### config.mk
export PLATFORM = sky130hd
export DESIGN_NAME = seg2d_out
export DESIGN_NICKNAME = d
export VERILOG_FILES = /design/src/hw/rtl/seg2d_pkg.sv /design/src/hw/rtl/seg2d_out.sv
export SDC_FILE = /design/constraint.sdc
export NUM_CORES = 1
export LEC_CHECK = 0
export BUFFER_PORTS_ARGS = -buffer_cell sky130_fd_sc_hd__buf_2
export CAP_MARGIN = 20
export CORE_AREA = 2 2 181 183
export CTS_CLUSTER_DIAMETER = 100
export DETAILED_ROUTE_END_ITERATION = 6
export DIE_AREA = 0 0 183 185
export SYNTH_ARGS = -nofsm -noshare
export SYNTH_HDL_FRONTEND = slang
export SYNTH_SLANG_ARGS = --single-unit
### constraint.sdc
create_clock -name i_clk -period 15.6 [get_ports i_clk]
set_input_delay 3.12 -clock i_clk [delete_from_list [all_inputs] [get_ports i_clk]]
set_output_delay 3.12 -clock i_clk [all_outputs]
set_load 0.01 [all_outputs]
### src/hw/rtl/seg2d_pkg.sv
// shared widths and payload types for the 2d segment intersection unit
package seg2d_pkg;

    localparam int COORD_BITS = 32;
    // coordinate differences carry one extra sign bit
    localparam int DIFF_W     = COORD_BITS + 1;
    localparam int PROD_W     = 2 * DIFF_W;
    // den, sn and tn: difference of two products
    localparam int CROSS_W    = PROD_W + 1;
    // magnitude of a coordinate difference
    localparam int MAG_W      = COORD_BITS;
    // tn magnitude is split in two slices for the scale multiply
    localparam int TN_LO_W    = (CROSS_W + 1) / 2;
    localparam int TN_HI_W    = CROSS_W - TN_LO_W;
    localparam int NUM_W      = CROSS_W + MAG_W;
    // quotient magnitude never exceeds the direction magnitude
    localparam int QUO_W      = COORD_BITS;
    localparam int QUO_IDX_W  = $clog2(QUO_W);

    typedef struct packed {
        logic signed [COORD_BITS-1:0] a_start_x;
        logic signed [COORD_BITS-1:0] a_start_y;
        logic signed [COORD_BITS-1:0] a_end_x;
        logic signed [COORD_BITS-1:0] a_end_y;
        logic signed [COORD_BITS-1:0] b_start_x;
        logic signed [COORD_BITS-1:0] b_start_y;
        logic signed [COORD_BITS-1:0] b_end_x;
        logic signed [COORD_BITS-1:0] b_end_y;
    } t_seg_req;

    typedef struct packed {
        logic                         hit;
        logic signed [COORD_BITS-1:0] cross_x;
        logic signed [COORD_BITS-1:0] cross_y;
    } t_seg_rsp;

    // one axis of the divider: partial remainder, quotient so far, sign and base point
    typedef struct packed {
        logic [NUM_W-1:0]      rem;
        logic [QUO_W-1:0]      quo;
        logic                  neg;
        logic [COORD_BITS-1:0] base;
    } t_div_lane;

    typedef struct packed {
        logic               hit;
        logic [CROSS_W-1:0] den;
        t_div_lane          x;
        t_div_lane          y;
    } t_div_stage;

endpackage

### src/hw/rtl/seg2d_out.sv
// final point add, output register and skid stage that drives the pipeline enable
module seg2d_out (
    input  logic                  i_clk,
    input  logic                  i_rst_n,
    input  logic                  i_valid,
    input  seg2d_pkg::t_div_stage i_div,
    output logic                  o_en,
    output logic                  o_valid,
    output seg2d_pkg::t_seg_rsp   o_rsp,
    input  logic                  i_ready
);

    logic                                r_out_valid, n_out_valid;
    logic                                r_skid_valid, n_skid_valid;
    seg2d_pkg::t_seg_rsp                 r_out, n_out;
    seg2d_pkg::t_seg_rsp                 r_skid, n_skid;
    seg2d_pkg::t_seg_rsp                 rsp;
    logic [seg2d_pkg::QUO_W-1:0]         off_x, off_y;
    logic                                take_new;

    always_comb begin
        off_x = i_div.x.neg ? -i_div.x.quo : i_div.x.quo;
        off_y = i_div.y.neg ? -i_div.y.quo : i_div.y.quo;
        rsp.hit     = i_div.hit;
        rsp.cross_x = i_div.hit ? i_div.x.base + off_x : '0;
        rsp.cross_y = i_div.hit ? i_div.y.base + off_y : '0;
    end

    // pipeline advances only while the skid stage is empty
    assign o_en     = !r_skid_valid;
    assign take_new = o_en && i_valid;

    always_comb begin
        n_out_valid  = r_out_valid;
        n_skid_valid = r_skid_valid;
        n_out        = r_out;
        n_skid       = r_skid;
        priority if (r_out_valid && !i_ready) begin
            if (take_new) begin
                n_skid_valid = 1'b1;
                n_skid       = rsp;
            end
        end else if (r_skid_valid) begin
            n_out_valid  = 1'b1;
            n_out        = r_skid;
            n_skid_valid = 1'b0;
        end else begin
            n_out_valid = take_new;
            n_out       = rsp;
        end
    end

    always_ff @(posedge i_clk) begin
        if (!i_rst_n) begin
            r_out_valid  <= 1'b0;
            r_skid_valid <= 1'b0;
        end else begin
            r_out_valid  <= n_out_valid;
            r_skid_valid <= n_skid_valid;
        end
    end

    always_ff @(posedge i_clk) begin
        r_out  <= n_out;
        r_skid <= n_skid;
    end

    assign o_valid = r_out_valid;
    assign o_rsp   = r_out;

endmodule

==> results.json, run 1 <==
{
  "result_of_the_run": "completed",
  "fp.dieArea_sq_um": 33900,
  "cts_buffer_depth": 2,
  "core_area_sq_um": 32000,
  "cp_cell_instances": "buf_2 > nor4_4 > nand3_1 > or3_1 > or4_1 > o41ai_1 > xnor2_1 > ha_1 > nand4_1 > or3_1 > o22ai_1 > a21oi_1 > xnor2_1 > a22o_1",
  "placement.setup.worst_slack_ns": 8.23,
  "first_pass_grt_wire_length_um": 44000,
  "achievable-frequency_ghz": 0.144,
  "syn-mean-instance-area_sq_um": 10.1,
  "power.switching_fraction": 0.328,
  "worst_path_arrival_ns": 7.12,
  "transition_at_the_pin_with_the_smallest_max_transition_slack_ns": 1.05,
  "max_cap_viol_count": 0,
  "globalRoute.totalOverflow": 0,
  "synth.yosys.warnings": 0,
  "post-route-drc-count": 0,
  "post_synth_instance_area_sq_um": 9920,
  "syn_to_final_growth_pct": 20.1,
  "layout_commonest_cell": "buf_2",
  "final.min_clock_period_ns": 6.95,
  "num_rows": 66,
  "cts.repair_timing.setup_buffer_count": 0,
  "final_antenna_net_count": 0,
  "grt_max_degree": 69,
  "power.density_cell_area_nw_per_um2": 107,
  "yosysUniqueCellTypes": 65,
  "seq_area_frac_synth": 0.397,
  "synth-edff-count": 130,
  "tcrit_tclk_final": 0.446,
  "synthFlopType": "edfxtp_1",
  "min_delay_worst_type": "reg -> reg",
  "cellLeakagePower_nw": 4.87,
  "cts_inserted_buffers": 17,
  "grt_setup_unrepaired": "false",
  "initial_core_util": 0.310,
  "worst_skew_pair.late_latency_ns": 0.41,
  "timing.max_slew.rel_slack": 0.301,
  "timing.final.max_slew_violations": 0,
  "routed_wire_length_per_instance_um": 17.8,
  "finalWeightedCongestion": 0.825,
  "grt_antenna_before_repair": 0,
  "wirelength_um": 28400,
  "cell_internal_pwr_uw": 854,
  "vias_per_cell": 5.14,
  "die_height_um": 185,
  "synthesis.instances": 985,
  "ioPinCount": 467,
  "grt_pass1_vias": 8065,
  "post_cts.resized_instances": 0,
  "report.final.setup_viol": 0,
  "worst_clock_skew_ns": 0.00874,
  "globalRouteTotalUtil": 0.168,
  "number_of_search_and_repair_iterations_in_the_first_detailed_routing_pass": 5,
  "worst_setup_path_start_kind": "input port",
  "cts_tree": "done",
  "critPathRequiredTime_ns": 15.76,
  "clock_power_share": 0.306,
  "num-nets-final": 1655,
  "synth_nets": 1465,
  "timing.critical_path.max_delay_family": "simple AND/OR/NAND/NOR gates",
  "numPortBuffers": 201,
  "totalNegativeSetupSlack_ns": 0,
  "post_route_cells_drive_above_1_share": 0.252,
  "whs_ns": 0.521,
  "crit_type": "in -> reg",
  "share_seq_of_total_power": 0.361,
  "power.net_switching_uw": 417,
  "ys_seq_elements": 132,
  "ys_async_sr_fraction": 0,
  "timing.final.ws_setup_ns": 8.65,
  "antenna_cells": 0,
  "clk_pin_slew_ns": 0.06,
  "ctsRootBufferMaster": "clkbuf_16",
  "drt-initial-drc-count": 376,
  "power_frac_comb": 0.333,
  "maximum_single_stage_delay_on_the_critical_path_ns": 0.60,
  "cts_hold_repair.buffers": 0,
  "critPathMaxFanout": 7,
  "clock_sinks": 132,
  "cpMaxStageDelayCell": "or4_1",
  "worstSetupEndpointType": "flip-flop",
  "clock_tree.htree_level_count": 4,
  "place.detailed.hpwl_um": 21500,
  "vdd_drop_max_v": 0.0000631,
  "num_vias": 8200,
  "critical_path.n_buffers_inverters": 1,
  "timing.final.hold_violations": 0,
  "most-common-layout-cells": "buf_2, edfxtp_1, xnor2_1",
  "die_width_um": 183
}
==> power groups by stage <==
stage	sequential, mW	clock (mW)	combinational, mW
CTS	0.460	0.399	0.427
finish	0.459	0.388	0.424
global placement	0.466	0	0.423
floorplan	0.484	0	0.258
detailed placement	0.465	0	0.424
global route	0.464	0.413	0.474
==> cells in the mapped netlist (8+ instances only) <==
cell	number	area (sq um)
o31ai_1	32	240
xnor2_1	89	780
ha_1	78	976
edfxtp_1	130	3900
and2_1	46	288
o21bai_1	8	60.1
inv_1	24	90.1
a211oi_1	8	60.1
nor2_1	56	210
a22o_1	13	114
or3_1	8	50.1
mux2_2	30	338
a21oi_1	68	340
nor3_1	13	65.1
nand3_1	13	65.1
clkbuf_1	32	120
o21ai_0	52	260
nand2b_1	12	75.1
nand2_1	80	300
a31oi_1	12	75.1
a31o_2	13	114
o21a_1	9	67.6
nor2b_1	9	56.3
nand4_1	17	106
xor2_1	22	193
a21o_1	22	165
==> metrics by stage <==
step                total power, mW  instances  area (sq um)  utilization
global placement              0.888       1564         11300        0.354
CTS                            1.29       1595         11900        0.372
detailed placement            0.889       1564         11300        0.354
floorplan                     0.742        985          9920            -
finish                         1.27       1595         11900        0.372
global route                   1.35       1595         11900        0.372
==> cells by family after synthesis <==
family,count (synthesis),share of synthesized area
AO/OA/AOI/OAI,277,0.187
XOR/XNOR,111,0.0980
adder cells (fa/ha/maj),80,0.102
buffers and inverters,61,0.0242
flip-flops,132,0.397
multiplexers,30,0.0340
AND/OR/NAND/NOR,294,0.157
==> flip-flops by register name, summed over array words and instances, names as in the netlist <==
name	flops
r_skid	65
o_valid	1
o_rsp	65
r_skid_valid	1
==> layer usage <==
metal | vias to the layer above | global-route usage | share of wire
li1 | 4076 | - | -
met1 | 3863 | 0.229 | 0.48
met2 | 242 | 0.248 | 0.41
met3 | 19 | 0.0631 | 0.099
met4 | 0 | 0.0461 | 0.013
met5 | - | 0 | 0
==> final timing paths <==
| kind | end | slack [ns] | start | cells after the start |
|---|---|---|---|---|
| worst min-delay path | o_rsp[64] | 0.52 | r_skid[64] | 2 |
| worst max register to register | r_skid[6] | 13.13 | o_valid | 3 |
| worst min register to register | o_rsp[64] | 0.52 | r_skid[64] | 2 |
| worst max-delay path | o_rsp[31] | 8.65 | i_div[38] | 14 |
==> area by class of cell <==
| type | count | area [sq um] |
|---|---|---|
| Clock buffer | 17 | 425 |
| Clock inverter | 14 | 140 |
| Fill cell | 3278 | 20100 |
| Inverter | 26 | 97.6 |
| Multi-Input combinational cell | 792 | 5750 |
| Sequential cell | 132 | 3950 |
| Tap cell | 408 | 510 |
| Timing Repair Buffer | 206 | 1040 |
==> worst min-delay path, cell delays in order (launching register included) <==
cell	delay, ns
edfxtp_1	0.32
nand2_1	0.05
nand2_1	0.05
(Power assumes the default switching activity.)
==> run 2, diff against run 1 <==
--- a/config.mk
+++ b/config.mk
@@ -5,12 +5,14 @@
 export SDC_FILE = /design/constraint.sdc
 export NUM_CORES = 1
 export LEC_CHECK = 0
+export ABC_AREA = 1
 export BUFFER_PORTS_ARGS = -buffer_cell sky130_fd_sc_hd__buf_2
 export CAP_MARGIN = 20
-export CORE_AREA = 2 2 181 183
+export CORE_AREA = 2 2 179 181
 export CTS_CLUSTER_DIAMETER = 100
 export DETAILED_ROUTE_END_ITERATION = 6
-export DIE_AREA = 0 0 183 185
+export DIE_AREA = 0 0 181 183
+export PLACE_DENSITY = 0.67
 export SYNTH_ARGS = -nofsm -noshare
 export SYNTH_HDL_FRONTEND = slang
 export SYNTH_SLANG_ARGS = --single-unit
==> constraint.sdc (replaced) <==
create_clock -name i_clk -period 5.7 [get_ports i_clk]
set_input_delay 1.14 -clock i_clk [delete_from_list [all_inputs] [get_ports i_clk]]
set_output_delay 1.14 -clock i_clk [all_outputs]
set_load 0.01 [all_outputs]
==> run 2 against run 1 <==
Design area up 15%. Final cell count is 46% higher. Synthesized cell count is 73% higher. Largest cell class unchanged. Non-clock buffer count unchanged. Die area shrank 2.2%. Register-to-register slack got worse by 10 ns. Clock skew is 0.0058 ns higher. Critical path type unchanged. First-iteration DRC count up 110%. Clock-buffer cell count stayed put. Clock power grew to 2.8 times the previous value.
==> results.json, run 2 <==
{
  "wl_met1_um": 18500,
  "worst_hold_startpoint": "r_skid[1]",
  "final_antenna_net_count": 0,
  "yosysUniqueCellTypes": 41,
  "worst_clock_skew_ns": 0.0146,
  "synth_compound_area_frac": 0.0736,
  "globalRouteTotalUtil": 0.223,
  "clock_tree.htree_level_count": 4,
  "post_cts.resized_instances": 0,
  "reg2reg_depth": 3,
  "place.detailed.hpwl_um": 29300,
  "power.switching_fraction": 0.380,
  "synthMostInstantiatedCell": "nand2_1",
  "final.min_clock_period_ns": 4.05,
  "transition_at_the_pin_with_the_smallest_max_transition_slack_ns": 1.02,
  "num_vias": 11300,
  "hold_path_sink": "o_rsp[1]",
  "syn_to_final_growth_pct": 17.4,
  "setup.reg_to_reg.worst_slack_ns": 2.97,
  "critPathMaxFanout": 4,
  "startpoint": "i_div[34]",
  "crit_type": "in -> reg",
  "wirelength_um": 36800,
  "worst_path_arrival_ns": 4.22,
  "top_layer_used": "met4",
  "reg2reg_to": "r_skid[20]",
  "most-common-layout-cells": "nand2_1, inv_1, buf_2",
  "numPortBuffers": 201,
  "ctsRootBufferMaster": "clkbuf_16",
  "cts_tree": "done",
  "clock_sinks": 132,
  "cts_buffer_depth": 2,
  "synth_top_area_cell": "edfxtp_1",
  "worst_skew_pair.late_latency_ns": 0.43,
  "drt-initial-drc-count": 806,
  "finalWeightedCongestion": 0.908,
  "netlist.area_leader.share": 0.335,
  "cts_hold_repair.buffers": 0,
  "layout_commonest_cell": "nand2_1",
  "synth_xor_area_frac": 0.0495,
  "die_height_um": 183,
  "worst_setup_path_start_kind": "input port",
  "route.met2.wl_um": 15700,
  "tcrit_tclk_final": 0.710,
  "post-route-drc-count": 0,
  "cell_internal_pwr_mw": 2.20,
  "num_rows": 65,
  "grt_max_degree": 85,
  "totalNegativeSetupSlack_ns": 0,
  "cts_inserted_buffers": 17,
  "achievable-frequency_ghz": 0.247,
  "whs_path_depth": 2,
  "vdd_drop_max_v": 0.000229,
  "synth.cells.most_frequent": "nand2_1, inv_1, nor2_1",
  "power.net_switching_mw": 1.35,
  "grt_antenna_before_repair": 3,
  "synth.area.top_cells": "edfxtp_1, nand2_1, inv_1",
  "post-route-cell-area_sq_um": 13700,
  "critPathRequiredTime_ns": 5.87,
  "timing.max_slew.rel_slack": 0.316,
  "share_seq_of_total_power": 0.349,
  "num-nets-final": 2385,
  "grt_pass1_vias": 10600,
  "power.density_cell_area_nw_per_um2": 259,
  "vias_per_cell": 4.84,
  "globalRoute.totalOverflow": 0,
  "result_of_the_run": "completed",
  "synth_top_family_by_area": "simple AND/OR/NAND/NOR gates",
  "synthesis.instances": 1708,
  "min_delay_worst_type": "reg -> reg",
  "clock_power_share": 0.308,
  "reg_to_reg_critical_path_startpoint": "o_valid",
  "grt_setup_unrepaired": "false",
  "routed-wl-met3_um": 2150,
  "seq_area_frac_synth": 0.338,
  "dpl-instance-area_sq_um": 13100,
  "initial_core_util": 0.374,
  "synthFlopType": "edfxtp_1",
  "first_pass_grt_wire_length_um": 57300,
  "core_area_sq_um": 31200,
  "number_of_search_and_repair_iterations_in_the_first_detailed_routing_pass": 7,
  "timing.final.hold_violations": 0,
  "synth.yosys.warnings": 0,
  "syn-mean-instance-area_sq_um": 6.83,
  "ys_async_sr_fraction": 0,
  "power_mw": 3.55,
  "utilization": 0.439,
  "cts.repair_timing.setup_buffer_count": 0,
  "worstSetupEndpointType": "flip-flop",
  "report.final.setup_viol": 0,
  "post_synth_instance_area_sq_um": 11700,
  "synth-adder-area-share": 0.0871,
  "ys_seq_elements": 132,
  "routed_wire_length_per_instance_um": 15.9,
  "clk_pin_slew_ns": 0.07,
  "post_route_cells_drive_above_1_share": 0.169,
  "max_cap_viol_count": 0,
  "synth_nets": 2188,
  "synthSimpleGateAreaFrac": 0.352,
  "timing.final.max_slew_violations": 0,
  "ioPinCount": 467,
  "die_width_um": 181,
  "cellLeakagePower_nw": 7.24,
  "power_frac_comb": 0.343,
  "synth-edff-count": 130,
  "synth_mux_area_frac": 0,
  "fp.dieArea_sq_um": 33100
}
-- run 2: changes by cell type in the layout (fill, tap and decap cells not counted), moves of 33 or more --
| cell | previous run | this run |
|---|---|---|
| nand2_2 | 0 | 33 |
| nor2_1 | 56 | 172 |
| and2_1 | 46 | 2 |
| inv_1 | 24 | 271 |
| xnor2_1 | 89 | 18 |
| nand3_1 | 13 | 69 |
| nand2_1 | 80 | 613 |
-- run 2: worst max path at each step --
| stage | to | slack, ns | cells past startpoint |
|---|---|---|---|
| 6_report | o_rsp[30] | 1.65 | 19 |
| 5_1_grt | o_rsp[30] | 1.35 | 19 |
| 4_1_cts | o_rsp[30] | 1.70 | 19 |
| 3_5_place_dp | o_rsp[30] | 1.25 | 19 |
| 3_3_place_gp | o_rsp[30] | 1.29 | 19 |
| 2_1_floorplan | r_skid[0] | 0.38 | 3 |
-- run 2: power groups by stage --
| stage | registers, mW | logic (mW) | clock network (mW) |
|---|---|---|---|
| finish | 1.24 | 1.22 | 1.09 |
| global route | 1.25 | 1.37 | 1.16 |
| CTS | 1.24 | 1.22 | 1.11 |
| detailed placement | 1.26 | 1.21 | 0 |
| global placement | 1.26 | 1.20 | 0 |
| floorplan | 1.30 | 0.754 | 0 |
-- run 2: routing by layer --
layer | global-route usage | vias up
met5 | 0 | -
met4 | 0.0455 | 0
met3 | 0.0359 | 27
met2 | 0.342 | 315
met1 | 0.331 | 5118
li1 | - | 5797
-- run 2: logic make-up (layout without fill, tap and decap cells) --
logic type	Yosys count	in the layout
simple gates	978	978
buf+inv	305	515
compound gates	147	147
flops	132	132
fa+ha+maj	80	80
xor+xnor	66	66
other cells	0	4
-- run 2: layout make-up --
class,instances,area (sq um)
diodes,4,10.0
clock buffers,17,425
clock inverters,15,153
fillers,3295,17500
inverters,277,1040
multi-input cells,1271,6580
flip-flops and latches,132,3950
well taps,402,503
repair buffers,206,1040
-- run 2: critical path, cell delays in order --
cell	delay [ns]
buf_2	0.11
inv_1	0.07
ha_1	0.22
nand4_1	0.27
nor2_2	0.30
nand4_1	0.21
o21ai_2	0.21
xor2_1	0.27
ha_1	0.28
nand2_1	0.14
inv_1	0.05
nand2_1	0.06
nand2_1	0.07
a21oi_1	0.29
nor2_1	0.10
nor2_1	0.14
nand3_1	0.11
nand4_1	0.10
nand2_1	0.08
-- run 2: metrics by stage --
step / hold WS (ns) / cells / worst slack, ns
finish: 0.519 / 2324 / 1.65
global route: 0.534 / 2321 / 1.35
CTS: 0.517 / 2320 / 1.70
detailed placement: 0.504 / 2288 / 1.25
global placement: 0.502 / 2288 / 1.29
floorplan: 0.491 / 1708 / 0.375
